## src/rtl/core/pdet_pkg.sv

```systemverilog
// Shared types and constants for the PPS-disciplined event timestamper.
// Holds the opcode enum, the queued item and the packed result layout.
// No dependencies.
`default_nettype none

package pdet_pkg;

	// Width of the capture field and of every 32-bit result field
	localparam int CAP_W   = 32;
	localparam int SLOT_W  = 8;
	localparam int OP_W    = 2;
	localparam int OUT_W   = 208;
	localparam int PAD_W   = OUT_W - (6 * CAP_W + SLOT_W + 3);

	// Event kinds carried on the input tuser
	typedef enum logic [OP_W-1:0] {
		OP_DETECT = 2'd0,
		OP_PPS    = 2'd1,
		OP_EXPIRY = 2'd2,
		OP_NONE   = 2'd3
	} op_t;

	// One classified event between front and back
	typedef struct packed {
		op_t              op;
		logic [CAP_W-1:0] cap;
	} item_t;

	// Result word; first member is the most significant, so the packed
	// value puts ray_period in the lowest bits
	typedef struct packed {
		logic [PAD_W-1:0]  pad;
		logic [CAP_W-1:0]  events_total;
		logic              stack_full;
		logic              holdover_pulse;
		logic [CAP_W-1:0]  seconds_seen;
		logic              gps_lock;
		logic [CAP_W-1:0]  pps_period;
		logic [SLOT_W-1:0] event_slot;
		logic [CAP_W-1:0]  event_time;
		logic [CAP_W-1:0]  ray_after_pps;
		logic [CAP_W-1:0]  ray_period;
	} result_t;

endpackage

`default_nettype wire

```

## src/rtl/core/pdet_front.sv

```systemverilog
// Front end: accepts input events, classifies the opcode and masks the
// capture to the counter width. Depends on pdet_pkg.
`default_nettype none

module pdet_front #(
	parameter int COUNTER_BITS = 32
) (
	input  wire                        clk,
	input  wire                        arst_n,
	input  wire                        s_axis_tvalid,
	output logic                       s_axis_tready,
	input  wire [pdet_pkg::CAP_W-1:0]  s_axis_tdata,
	input  wire [pdet_pkg::OP_W-1:0]   s_axis_tuser,
	output logic                       push_valid,
	input  wire                        push_ready,
	output pdet_pkg::item_t            push_item
);
	import pdet_pkg::*;

	localparam int DW = (COUNTER_BITS < CAP_W) ? COUNTER_BITS : CAP_W;
	localparam logic [CAP_W-1:0] CAP_MASK = {CAP_W{1'b1}} >> (CAP_W - DW);

	logic  valid_s1;
	item_t item_s1;
	logic  accept;

	// Take a new request whenever the stage is empty or drains this cycle
	assign s_axis_tready = !valid_s1 || push_ready;
	assign accept        = s_axis_tvalid && s_axis_tready;

	always_ff @(posedge clk or negedge arst_n) begin
		if (!arst_n) begin
			valid_s1 <= 1'b0;
		end else if (s_axis_tready) begin
			valid_s1 <= s_axis_tvalid;
		end
	end

	// Classify and mask the capture
	always_ff @(posedge clk) begin
		if (accept) begin
			item_s1.op  <= op_t'(s_axis_tuser);
			item_s1.cap <= s_axis_tdata & CAP_MASK;
		end
	end

	assign push_valid = valid_s1;
	assign push_item  = item_s1;

endmodule

`default_nettype wire

```

## src/rtl/core/pdet_fifo.sv

```systemverilog
// Two-entry queue between the front end and the execute stage.
// Depends on pdet_pkg for the item type.
`default_nettype none

module pdet_fifo (
	input  wire              clk,
	input  wire              arst_n,
	input  wire              push_valid,
	output logic             push_ready,
	input  pdet_pkg::item_t  push_item,
	output logic             pop_valid,
	input  wire              pop_ready,
	output pdet_pkg::item_t  pop_item
);
	import pdet_pkg::*;

	item_t      mem_q [2];
	logic       wr_ptr_q;
	logic       rd_ptr_q;
	logic [1:0] count_q;
	logic       do_push;
	logic       do_pop;

	assign push_ready = (count_q != 2'd2);
	assign pop_valid  = (count_q != 2'd0);
	assign pop_item   = mem_q[rd_ptr_q];
	assign do_push    = push_valid && push_ready;
	assign do_pop     = pop_valid && pop_ready;

	// Advance pointers and occupancy
	always_ff @(posedge clk or negedge arst_n) begin
		if (!arst_n) begin
			wr_ptr_q <= 1'b0;
			rd_ptr_q <= 1'b0;
			count_q  <= 2'd0;
		end else begin
			if (do_push) wr_ptr_q <= !wr_ptr_q;
			if (do_pop)  rd_ptr_q <= !rd_ptr_q;
			if (do_push && !do_pop) count_q <= count_q + 2'd1;
			else if (do_pop && !do_push) count_q <= count_q - 2'd1;
		end
	end

	// Store the entry
	always_ff @(posedge clk) begin
		if (do_push) mem_q[wr_ptr_q] <= push_item;
	end

endmodule

`default_nettype wire

```

## src/rtl/core/pdet_back.sv

```systemverilog
// Execute stage: holds the timing state, applies each event and registers
// the result for the output stream. Depends on pdet_pkg.
`default_nettype none

module pdet_back #(
	parameter int MAX_EVENTS   = 128,
	parameter int COUNTER_BITS = 32
) (
	input  wire                       clk,
	input  wire                       arst_n,
	input  wire                       pop_valid,
	output logic                      pop_ready,
	input  pdet_pkg::item_t           pop_item,
	output logic                      m_axis_tvalid,
	input  wire                       m_axis_tready,
	output logic [pdet_pkg::OUT_W-1:0] m_axis_tdata
);
	import pdet_pkg::*;

	localparam int DW  = (COUNTER_BITS < CAP_W) ? COUNTER_BITS : CAP_W;
	localparam int SCW = $clog2(MAX_EVENTS + 1);
	localparam logic [SCW-1:0] MAX_CNT = SCW'(MAX_EVENTS);

	// Timing state
	logic [DW-1:0]    ray_ref_q;
	logic [DW-1:0]    pps_ref_q;
	logic [DW-1:0]    reload_q;
	logic             pps_seen_q;
	logic             lock_q;
	logic [CAP_W-1:0] seconds_q;
	logic [SCW-1:0]   stack_cnt_q;
	logic [CAP_W-1:0] last_evt_q;
	logic [CAP_W-1:0] events_q;

	// Output register
	logic    out_valid_q;
	result_t res_q;

	logic             fire;
	logic [DW-1:0]    cap_d;
	logic [DW-1:0]    diff_ray;
	logic [DW-1:0]    diff_pps;
	logic [CAP_W-1:0] ray32;
	logic             full;
	logic [CAP_W-1:0] evt_sum;

	logic [DW-1:0]    ray_ref_d;
	logic [DW-1:0]    pps_ref_d;
	logic [DW-1:0]    reload_d;
	logic             pps_seen_d;
	logic             lock_d;
	logic [CAP_W-1:0] seconds_d;
	logic [SCW-1:0]   stack_cnt_d;
	logic [CAP_W-1:0] last_evt_d;
	logic [CAP_W-1:0] events_d;
	result_t          res_d;

	assign pop_ready = !out_valid_q || m_axis_tready;
	assign fire      = pop_valid && pop_ready;

	// Modular differences against the stored references
	assign cap_d    = pop_item.cap[DW-1:0];
	assign diff_ray = cap_d - ray_ref_q;
	assign diff_pps = cap_d - pps_ref_q;
	assign ray32    = CAP_W'(diff_ray);
	assign full     = (stack_cnt_q == MAX_CNT);
	assign evt_sum  = (stack_cnt_q != '0) ? (last_evt_q + ray32) : ray32;

	// Apply the event to state and build the result
	always_comb begin
		ray_ref_d   = ray_ref_q;
		pps_ref_d   = pps_ref_q;
		reload_d    = reload_q;
		pps_seen_d  = pps_seen_q;
		lock_d      = lock_q;
		seconds_d   = seconds_q;
		stack_cnt_d = stack_cnt_q;
		last_evt_d  = last_evt_q;
		events_d    = events_q;
		res_d       = '0;
		case (pop_item.op)
			OP_DETECT: begin
				res_d.ray_period    = ray32;
				res_d.ray_after_pps = CAP_W'(diff_pps);
				res_d.event_slot    = SLOT_W'(stack_cnt_q);
				ray_ref_d           = cap_d;
				if (full) begin
					res_d.stack_full = 1'b1;
					res_d.event_time = last_evt_q;
				end else begin
					res_d.event_time = evt_sum;
					last_evt_d       = evt_sum;
					stack_cnt_d      = stack_cnt_q + SCW'(1);
				end
				events_d = events_q + CAP_W'(1);
			end
			OP_PPS: begin
				res_d.pps_period = CAP_W'(diff_pps);
				pps_ref_d        = cap_d;
				reload_d         = diff_pps;
				ray_ref_d        = cap_d;
				seconds_d        = seconds_q + CAP_W'(1);
				lock_d           = 1'b1;
				pps_seen_d       = 1'b1;
			end
			OP_EXPIRY: begin
				// Synthesize a second when no PPS arrived since last expiry
				if (!pps_seen_q) begin
					res_d.holdover_pulse = 1'b1;
					lock_d               = 1'b0;
					seconds_d            = seconds_q + CAP_W'(1);
				end
				pps_seen_d       = 1'b0;
				res_d.pps_period = CAP_W'(reload_q);
			end
			default: begin
			end
		endcase
		res_d.gps_lock     = lock_d;
		res_d.seconds_seen = seconds_d;
		res_d.events_total = events_d;
	end

	// Hold state and output valid
	always_ff @(posedge clk or negedge arst_n) begin
		if (!arst_n) begin
			ray_ref_q   <= '0;
			pps_ref_q   <= '0;
			reload_q    <= '0;
			pps_seen_q  <= 1'b0;
			lock_q      <= 1'b0;
			seconds_q   <= '0;
			stack_cnt_q <= '0;
			last_evt_q  <= '0;
			events_q    <= '0;
			out_valid_q <= 1'b0;
		end else begin
			if (fire) begin
				ray_ref_q   <= ray_ref_d;
				pps_ref_q   <= pps_ref_d;
				reload_q    <= reload_d;
				pps_seen_q  <= pps_seen_d;
				lock_q      <= lock_d;
				seconds_q   <= seconds_d;
				stack_cnt_q <= stack_cnt_d;
				last_evt_q  <= last_evt_d;
				events_q    <= events_d;
				out_valid_q <= 1'b1;
			end else if (m_axis_tready) begin
				out_valid_q <= 1'b0;
			end
		end
	end

	// Load the result payload
	always_ff @(posedge clk) begin
		if (fire) res_q <= res_d;
	end

	assign m_axis_tvalid = out_valid_q;
	assign m_axis_tdata  = res_q;

	// Stack count saturates at the limit
	assert property (@(posedge clk) disable iff (!arst_n) stack_cnt_q <= MAX_CNT)
		else $error("stack count beyond limit");

	// A synthetic pulse always drops lock
	assert property (@(posedge clk) disable iff (!arst_n)
		out_valid_q && res_q.holdover_pulse |-> !res_q.gps_lock)
		else $error("holdover pulse with lock set");

	// A real PPS sets lock and arms the expiry check
	assert property (@(posedge clk) disable iff (!arst_n)
		fire && pop_item.op == OP_PPS |=> lock_q && pps_seen_q)
		else $error("PPS did not set lock");

	// A full stack reports the limit as its slot and leaves the count alone
	assert property (@(posedge clk) disable iff (!arst_n)
		fire && pop_item.op == OP_DETECT && full |=> $stable(stack_cnt_q)
		&& res_q.event_slot == SLOT_W'(MAX_CNT))
		else $error("full stack changed");

endmodule

`default_nettype wire

```

## src/rtl/core/pps_disciplined_event_timestamper.sv

```systemverilog
// An accepted event is registered in the front end, waits in the queue, and its result
// is registered in the execute stage. Throughput: one event per cycle while the output is
// not stalled; the execute stage updates all timing state from two modular differences per event.
// A two-entry queue separates the input register from the execute stage.
// Reset (arst_n low, asynchronous): all references, counters and flags clear.
// Top level: instantiates pdet_front, pdet_fifo and pdet_back; uses pdet_pkg.
`default_nettype none

module pps_disciplined_event_timestamper #(
	parameter int MAX_EVENTS   = 128,
	parameter int COUNTER_BITS = 32
) (
	input  wire                        clk,
	input  wire                        arst_n,
	input  wire                        s_axis_tvalid,
	output logic                       s_axis_tready,
	// [31:0] capture_value
	input  wire [pdet_pkg::CAP_W-1:0]  s_axis_tdata,
	// [1:0] opcode
	input  wire [pdet_pkg::OP_W-1:0]   s_axis_tuser,
	output logic                       m_axis_tvalid,
	input  wire                        m_axis_tready,
	// [31:0] ray_period, [63:32] ray_after_pps, [95:64] event_time,
	// [103:96] event_slot, [135:104] pps_period, [136] gps_lock,
	// [168:137] seconds_seen, [169] holdover_pulse, [170] stack_full,
	// [202:171] events_total, [207:203] zero
	output logic [pdet_pkg::OUT_W-1:0] m_axis_tdata
);
	import pdet_pkg::*;

	logic  push_valid;
	logic  push_ready;
	item_t push_item;
	logic  pop_valid;
	logic  pop_ready;
	item_t pop_item;

	pdet_front #(
		.COUNTER_BITS(COUNTER_BITS)
	) u_front (
		.clk          (clk),
		.arst_n       (arst_n),
		.s_axis_tvalid(s_axis_tvalid),
		.s_axis_tready(s_axis_tready),
		.s_axis_tdata (s_axis_tdata),
		.s_axis_tuser (s_axis_tuser),
		.push_valid   (push_valid),
		.push_ready   (push_ready),
		.push_item    (push_item)
	);

	pdet_fifo u_fifo (
		.clk       (clk),
		.arst_n    (arst_n),
		.push_valid(push_valid),
		.push_ready(push_ready),
		.push_item (push_item),
		.pop_valid (pop_valid),
		.pop_ready (pop_ready),
		.pop_item  (pop_item)
	);

	pdet_back #(
		.MAX_EVENTS  (MAX_EVENTS),
		.COUNTER_BITS(COUNTER_BITS)
	) u_back (
		.clk          (clk),
		.arst_n       (arst_n),
		.pop_valid    (pop_valid),
		.pop_ready    (pop_ready),
		.pop_item     (pop_item),
		.m_axis_tvalid(m_axis_tvalid),
		.m_axis_tready(m_axis_tready),
		.m_axis_tdata (m_axis_tdata)
	);

endmodule

`default_nettype wire

```

## config.mk

```make
export PLATFORM = sky130hd
export DESIGN_NAME = pps_disciplined_event_timestamper
export DESIGN_NICKNAME = d
export VERILOG_FILES = /design/src/rtl/core/pdet_pkg.sv /design/src/rtl/core/pdet_front.sv /design/src/rtl/core/pdet_fifo.sv /design/src/rtl/core/pdet_back.sv /design/src/rtl/core/pps_disciplined_event_timestamper.sv
export SDC_FILE = /design/constraint.sdc
export NUM_CORES = 1
export LEC_CHECK = 0
export ABC_AREA = 0
export BUFFER_PORTS_ARGS = -buffer_cell sky130_fd_sc_hd__buf_2
export CAP_MARGIN = 25
export CORE_ASPECT_RATIO = 0.9
export CORE_MARGIN = 4
export CORE_UTILIZATION = 40
export CTS_BUF_LIST = sky130_fd_sc_hd__clkbuf_8
export DETAILED_ROUTE_END_ITERATION = 8
export GPL_TIMING_DRIVEN = 0
export PLACE_DENSITY = 0.64
export SYNTH_ARGS = -nofsm -noshare
export SYNTH_HDL_FRONTEND = slang
export SYNTH_SLANG_ARGS = --single-unit
```

## constraint.sdc

```tcl
create_clock -name clk -period 14.7 [get_ports clk]
set_clock_uncertainty 0.2 [all_clocks]
set_input_delay 1.47 -clock clk [delete_from_list [all_inputs] [get_ports clk]]
set_output_delay 1.47 -clock clk [all_outputs]
set_load 0.05 [all_outputs]
```

==> run_summary.xml <==
<?xml version="1.0" encoding="UTF-8"?>
<metrics>
  <group name="final_layout">
    <metric name="area_growth" unit="%">16.99</metric>
    <metric name="nNetsFinal" unit="">2838</metric>
    <metric name="n_fill_cell" unit="">5848</metric>
    <metric name="final_util" unit="%">47.18</metric>
    <metric name="final-seq-area" unit="µm²">14360</metric>
    <metric name="post_route_cells_drive_above_1_share" unit="%">16.73</metric>
    <metric name="multiInputGateArea" unit="µm²">10570</metric>
  </group>
  <group name="sta">
    <metric name="slew_headroom" unit="%">26.38</metric>
    <metric name="setup_violations" unit="">0</metric>
    <metric name="layout_worst_path_cycle_share" unit="%">53.17</metric>
    <metric name="hold_violations" unit="">0</metric>
    <metric name="maxSlewViolCount" unit="">0</metric>
    <metric name="totalNegativeSetupSlack" unit="ns">0</metric>
    <metric name="final.min_clock_period" unit="ns">7.815</metric>
    <metric name="timing.fmax" unit="GHz">0.1280</metric>
    <metric name="worst_slew_pin_slew" unit="ns">1.097</metric>
    <metric name="grt_setup_unrepaired" unit="">false</metric>
  </group>
  <group name="worst_setup_path">
    <metric name="critPathRequiredTime" unit="ns">15.02</metric>
    <metric name="critical_path.max_fanout" unit="">10</metric>
    <metric name="critPathCaptureType" unit="">flop</metric>
    <metric name="arrival_worst_endpoint" unit="ns">8.14</metric>
    <metric name="timing.critical_path.from_type" unit="">flop</metric>
    <metric name="timing_worst_setup_path_type" unit="">reg -&gt; reg</metric>
  </group>
  <group name="clock_network">
    <metric name="post-cts-setup-buffers" unit="">0</metric>
    <metric name="clock_tree.buffer_depth" unit="">3</metric>
    <metric name="cts_tree" unit="">done</metric>
    <metric name="ctsHoldBuffers" unit="">0</metric>
    <metric name="clk_pin_slew" unit="ns">0.06</metric>
    <metric name="cts_repair_resize_count" unit="">0</metric>
    <metric name="cts_buffers" unit="">86</metric>
    <metric name="insertion_delay" unit="ns">0.69</metric>
    <metric name="cts_htree_levels" unit="">3</metric>
    <metric name="clock_sinks" unit="">513</metric>
    <metric name="root_buffer" unit="">clkbuf_8</metric>
  </group>
  <group name="job">
    <metric name="drv.max_cap_violation_count" unit="">0</metric>
  </group>
  <group name="floorplanning">
    <metric name="initial_utilization" unit="%">40.33</metric>
    <metric name="die-area" unit="µm²">68630</metric>
    <metric name="rows" unit="">88</metric>
    <metric name="die_x" unit="µm">275.7</metric>
    <metric name="floorplan.die.height" unit="µm">248.9</metric>
    <metric name="num_io_pins" unit="">248</metric>
    <metric name="core-area" unit="µm²">63970</metric>
  </group>
  <group name="route">
    <metric name="detailedRoute.firstPassIterationCount" unit="">5</metric>
    <metric name="avgViaCountPerCell" unit="">5.360</metric>
    <metric name="route.vias.total" unit="">19393</metric>
    <metric name="post_drt_wl_per_cell" unit="µm">20.24</metric>
    <metric name="final_antenna_net_count" unit="">0</metric>
    <metric name="drc" unit="">0</metric>
    <metric name="drt-initial-drc-count" unit="">1591</metric>
    <metric name="overall_routed_net_length" unit="mm">73.21</metric>
  </group>
  <group name="global_routing">
    <metric name="grt_usage" unit="%">21.06</metric>
    <metric name="grt_max_degree" unit="">111</metric>
    <metric name="antenna_found_initial" unit="">3</metric>
    <metric name="vias_in_the_first_global_route" unit="">19002</metric>
    <metric name="grt_overflow" unit="">0</metric>
    <metric name="grt_pass1_wl" unit="mm">112.3</metric>
  </group>
  <group name="placement">
    <metric name="finalWeightedCongestion" unit="">0.9279</metric>
    <metric name="io_buffer_count" unit="">242</metric>
    <metric name="dp_hpwl" unit="mm">54.55</metric>
  </group>
  <group name="logic_synthesis">
    <metric name="asyncSetResetFlopFracSynth" unit="%">40.55</metric>
    <metric name="synth_compound_gate_area_share" unit="%">13.40</metric>
    <metric name="netlist_instances" unit="">2348</metric>
    <metric name="post_synth_num_cell_types" unit="">89</metric>
    <metric name="synth_flop_cell" unit="">edfxtp_1</metric>
    <metric name="yosys-mux-area-fraction" unit="%">3.647</metric>
    <metric name="post_synth.cell_area_avg" unit="µm²">10.99</metric>
    <metric name="synth-adder-area-share" unit="%">5.422</metric>
    <metric name="mapped_area" unit="µm²">25800</metric>
    <metric name="yosys_register_bits" unit="">513</metric>
    <metric name="synth_top_family_by_area" unit="">compound AO/OA/AOI/OAI gates</metric>
    <metric name="proportion_of_synthesized_chip_area_in_sequential_cells" unit="%">55.67</metric>
    <metric name="synth_edf_count" unit="">305</metric>
    <metric name="xor_xnor_portion_of_the_synthesized_cell_area" unit="%">5.291</metric>
    <metric name="synth.yosys.warnings" unit="">0</metric>
    <metric name="yosys.area_share.simple" unit="%">13.10</metric>
  </group>
  <group name="worst_hold_path">
    <metric name="class_of_the_worst_hold_path" unit="">reg -&gt; reg</metric>
  </group>
  <group name="status">
    <metric name="status" unit="">finished, final reports clean</metric>
  </group>
</metrics>
==> cell families after synthesis <==
group                      after synthesis
and+or+nand+nor                        705
adders and majority gates              110
xor gates and xnor gates               155
AOI/OAI and AO/OA                      547
other                                    1
muxes                                   89
buffers and inverters                  228
DFF                                    513
==> stage by stage <==
| step | cell area [µm²] | hold WS (ns) | setup WS, ns | cells |
|---|---|---|---|---|
| 6_report | 30180 | 0.2435 | 6.885 | 3618 |
| 5_1_grt | 30180 | 0.2568 | 6.390 | 3617 |
| 4_1_cts | 30180 | 0.2435 | 6.882 | 3617 |
| 3_5_place_dp | 28280 | 0.2340 | 6.904 | 3457 |
| 3_3_place_gp | 28100 | 0.2290 | 2.764 | 3449 |
| 2_1_floorplan | 25810 | 0.2215 | 5.996 | 2352 |
==> layout make-up <==
type                    instances  area share (%)
clock inverters                69           2.151
repair buffers                250           4.585
inverters                     127           1.579
diodes                          1        0.008291
well taps                     855           3.544
clock buffers                  91           4.149
plain buffers                 101           1.368
multi-input cells            1611           35.03
flip-flops and latches        513           47.59
==> path summary, 6_finish.rpt <==
| path | slack (ns) | startpoint | depth (start not counted) | to |
|---|---|---|---|---|
| setup / recovery | 6.88 | u_fifo.rd_ptr_q | 22 | u_back.m_axis_tdata[95] |
| setup reg to reg | 6.88 | u_fifo.rd_ptr_q | 22 | u_back.m_axis_tdata[95] |
| max in group asynchronous | 12.54 | arst_n | 2 | u_back.reload_q[10] |
| hold / removal | 0.24 | u_front.push_item[4] | 0 | u_fifo.mem_q[1][4] |
| hold reg to reg | 0.24 | u_front.push_item[4] | 0 | u_fifo.mem_q[1][4] |
| min in group asynchronous | 0.65 | arst_n | 1 | u_back.events_q[30] |
==> routing by layer <==
| layer | track usage (%) | up-vias | share of wire, % |
|---|---|---|---|
| met1 | 30.32 | 9466 | 46 |
| met3 | 3.949 | 129 | 6.3 |
| li1 | - | 9144 | - |
| met2 | 32.44 | 652 | 45 |
| met4 | 6.462 | 2 | 2.7 |
| met5 | 0 | - | 0.0096 |
==> sequential cells by signal (all words and copies together), names as in the netlist <==
name                  cells
u_back.events_q          32
u_fifo.count_q            2
u_back.pps_ref_q         32
u_back.pps_seen_q         1
u_back.reload_q          32
u_back.m_axis_tdata     203
u_back.last_evt_q        32
u_back.m_axis_tvalid      1
u_fifo.rd_ptr_q           1
u_back.stack_cnt_q        8
u_back.ray_ref_q         32
u_front.push_valid        1
u_front.push_item        34
u_fifo.mem_q             68
u_back.lock_q             1
u_fifo.wr_ptr_q           1
u_back.seconds_q         32
==> synthesized netlist by cell type (47+ instances only) <==
cell type  number  area, µm²
edfxtp_1      305       9159
nor2_1        156      585.6
mux2i_1        49      490.5
clkbuf_1       83      311.6
inv_1         125      469.2
xor2_1         59      516.8
nand2_1       258      968.4
and2_1         81      506.7
nand3_1        47      235.2
o21ai_0       153      765.7
dfrtp_1       208       5205
a21oi_1       143      715.7
ha_1          107       1339
xnor2_1        95      832.1
==> critical path: stages, from the launching register on <==
cell and delay [ns]:
dfrtp_1 0.33, clkbuf_1 0.43, clkbuf_1 0.60, mux2i_1 0.56, inv_1 0.19, ha_1 0.41
and2_1 0.18, nor2_1 0.14, a31oi_1 0.16, a31oi_1 0.43, a21oi_1 0.23, a41oi_1 0.47
o21ai_0 0.22, xnor2_1 0.21, ha_1 0.46, and2_1 0.27, nand4_1 0.28, or4_1 0.66
a31oi_1 0.33, o21ai_0 0.18, mux2i_1 0.16, or3_1 0.38, a31oi_1 0.19
==> layout by cell type, fill, tap and decap left out, types with 8 or more instances in the layout <==
master	synthesis	final
edfxtp_1	305	305
nand2_1	258	258
buf_2	3	245
dfrtp_1	208	208
nor2_1	156	155
o21ai_0	153	153
inv_1	125	148
a21oi_1	143	143
ha_1	107	107
xnor2_1	95	95
clkbuf_8	1	92
clkbuf_1	83	83
and2_1	81	80
xor2_1	59	59
mux2i_1	49	49
nand3_1	47	47
a21o_1	44	44
mux2_2	40	40
a31oi_1	34	34
and3_1	32	31
nand4_1	31	31
a22o_1	26	26
nor3_1	23	23
o31ai_1	20	20
a211oi_1	19	19
o21a_1	15	15
clkinv_1	2	15
nor2b_1	13	13
nand2b_1	13	13
clkinv_2	0	13
o21bai_1	12	12
bufinv_16	0	12
and4_1	11	11
buf_1	9	8
Power is left out: the tool's default activity adds up to more than one toggle a clock period on the data nets, which glitch-free logic cannot reach.
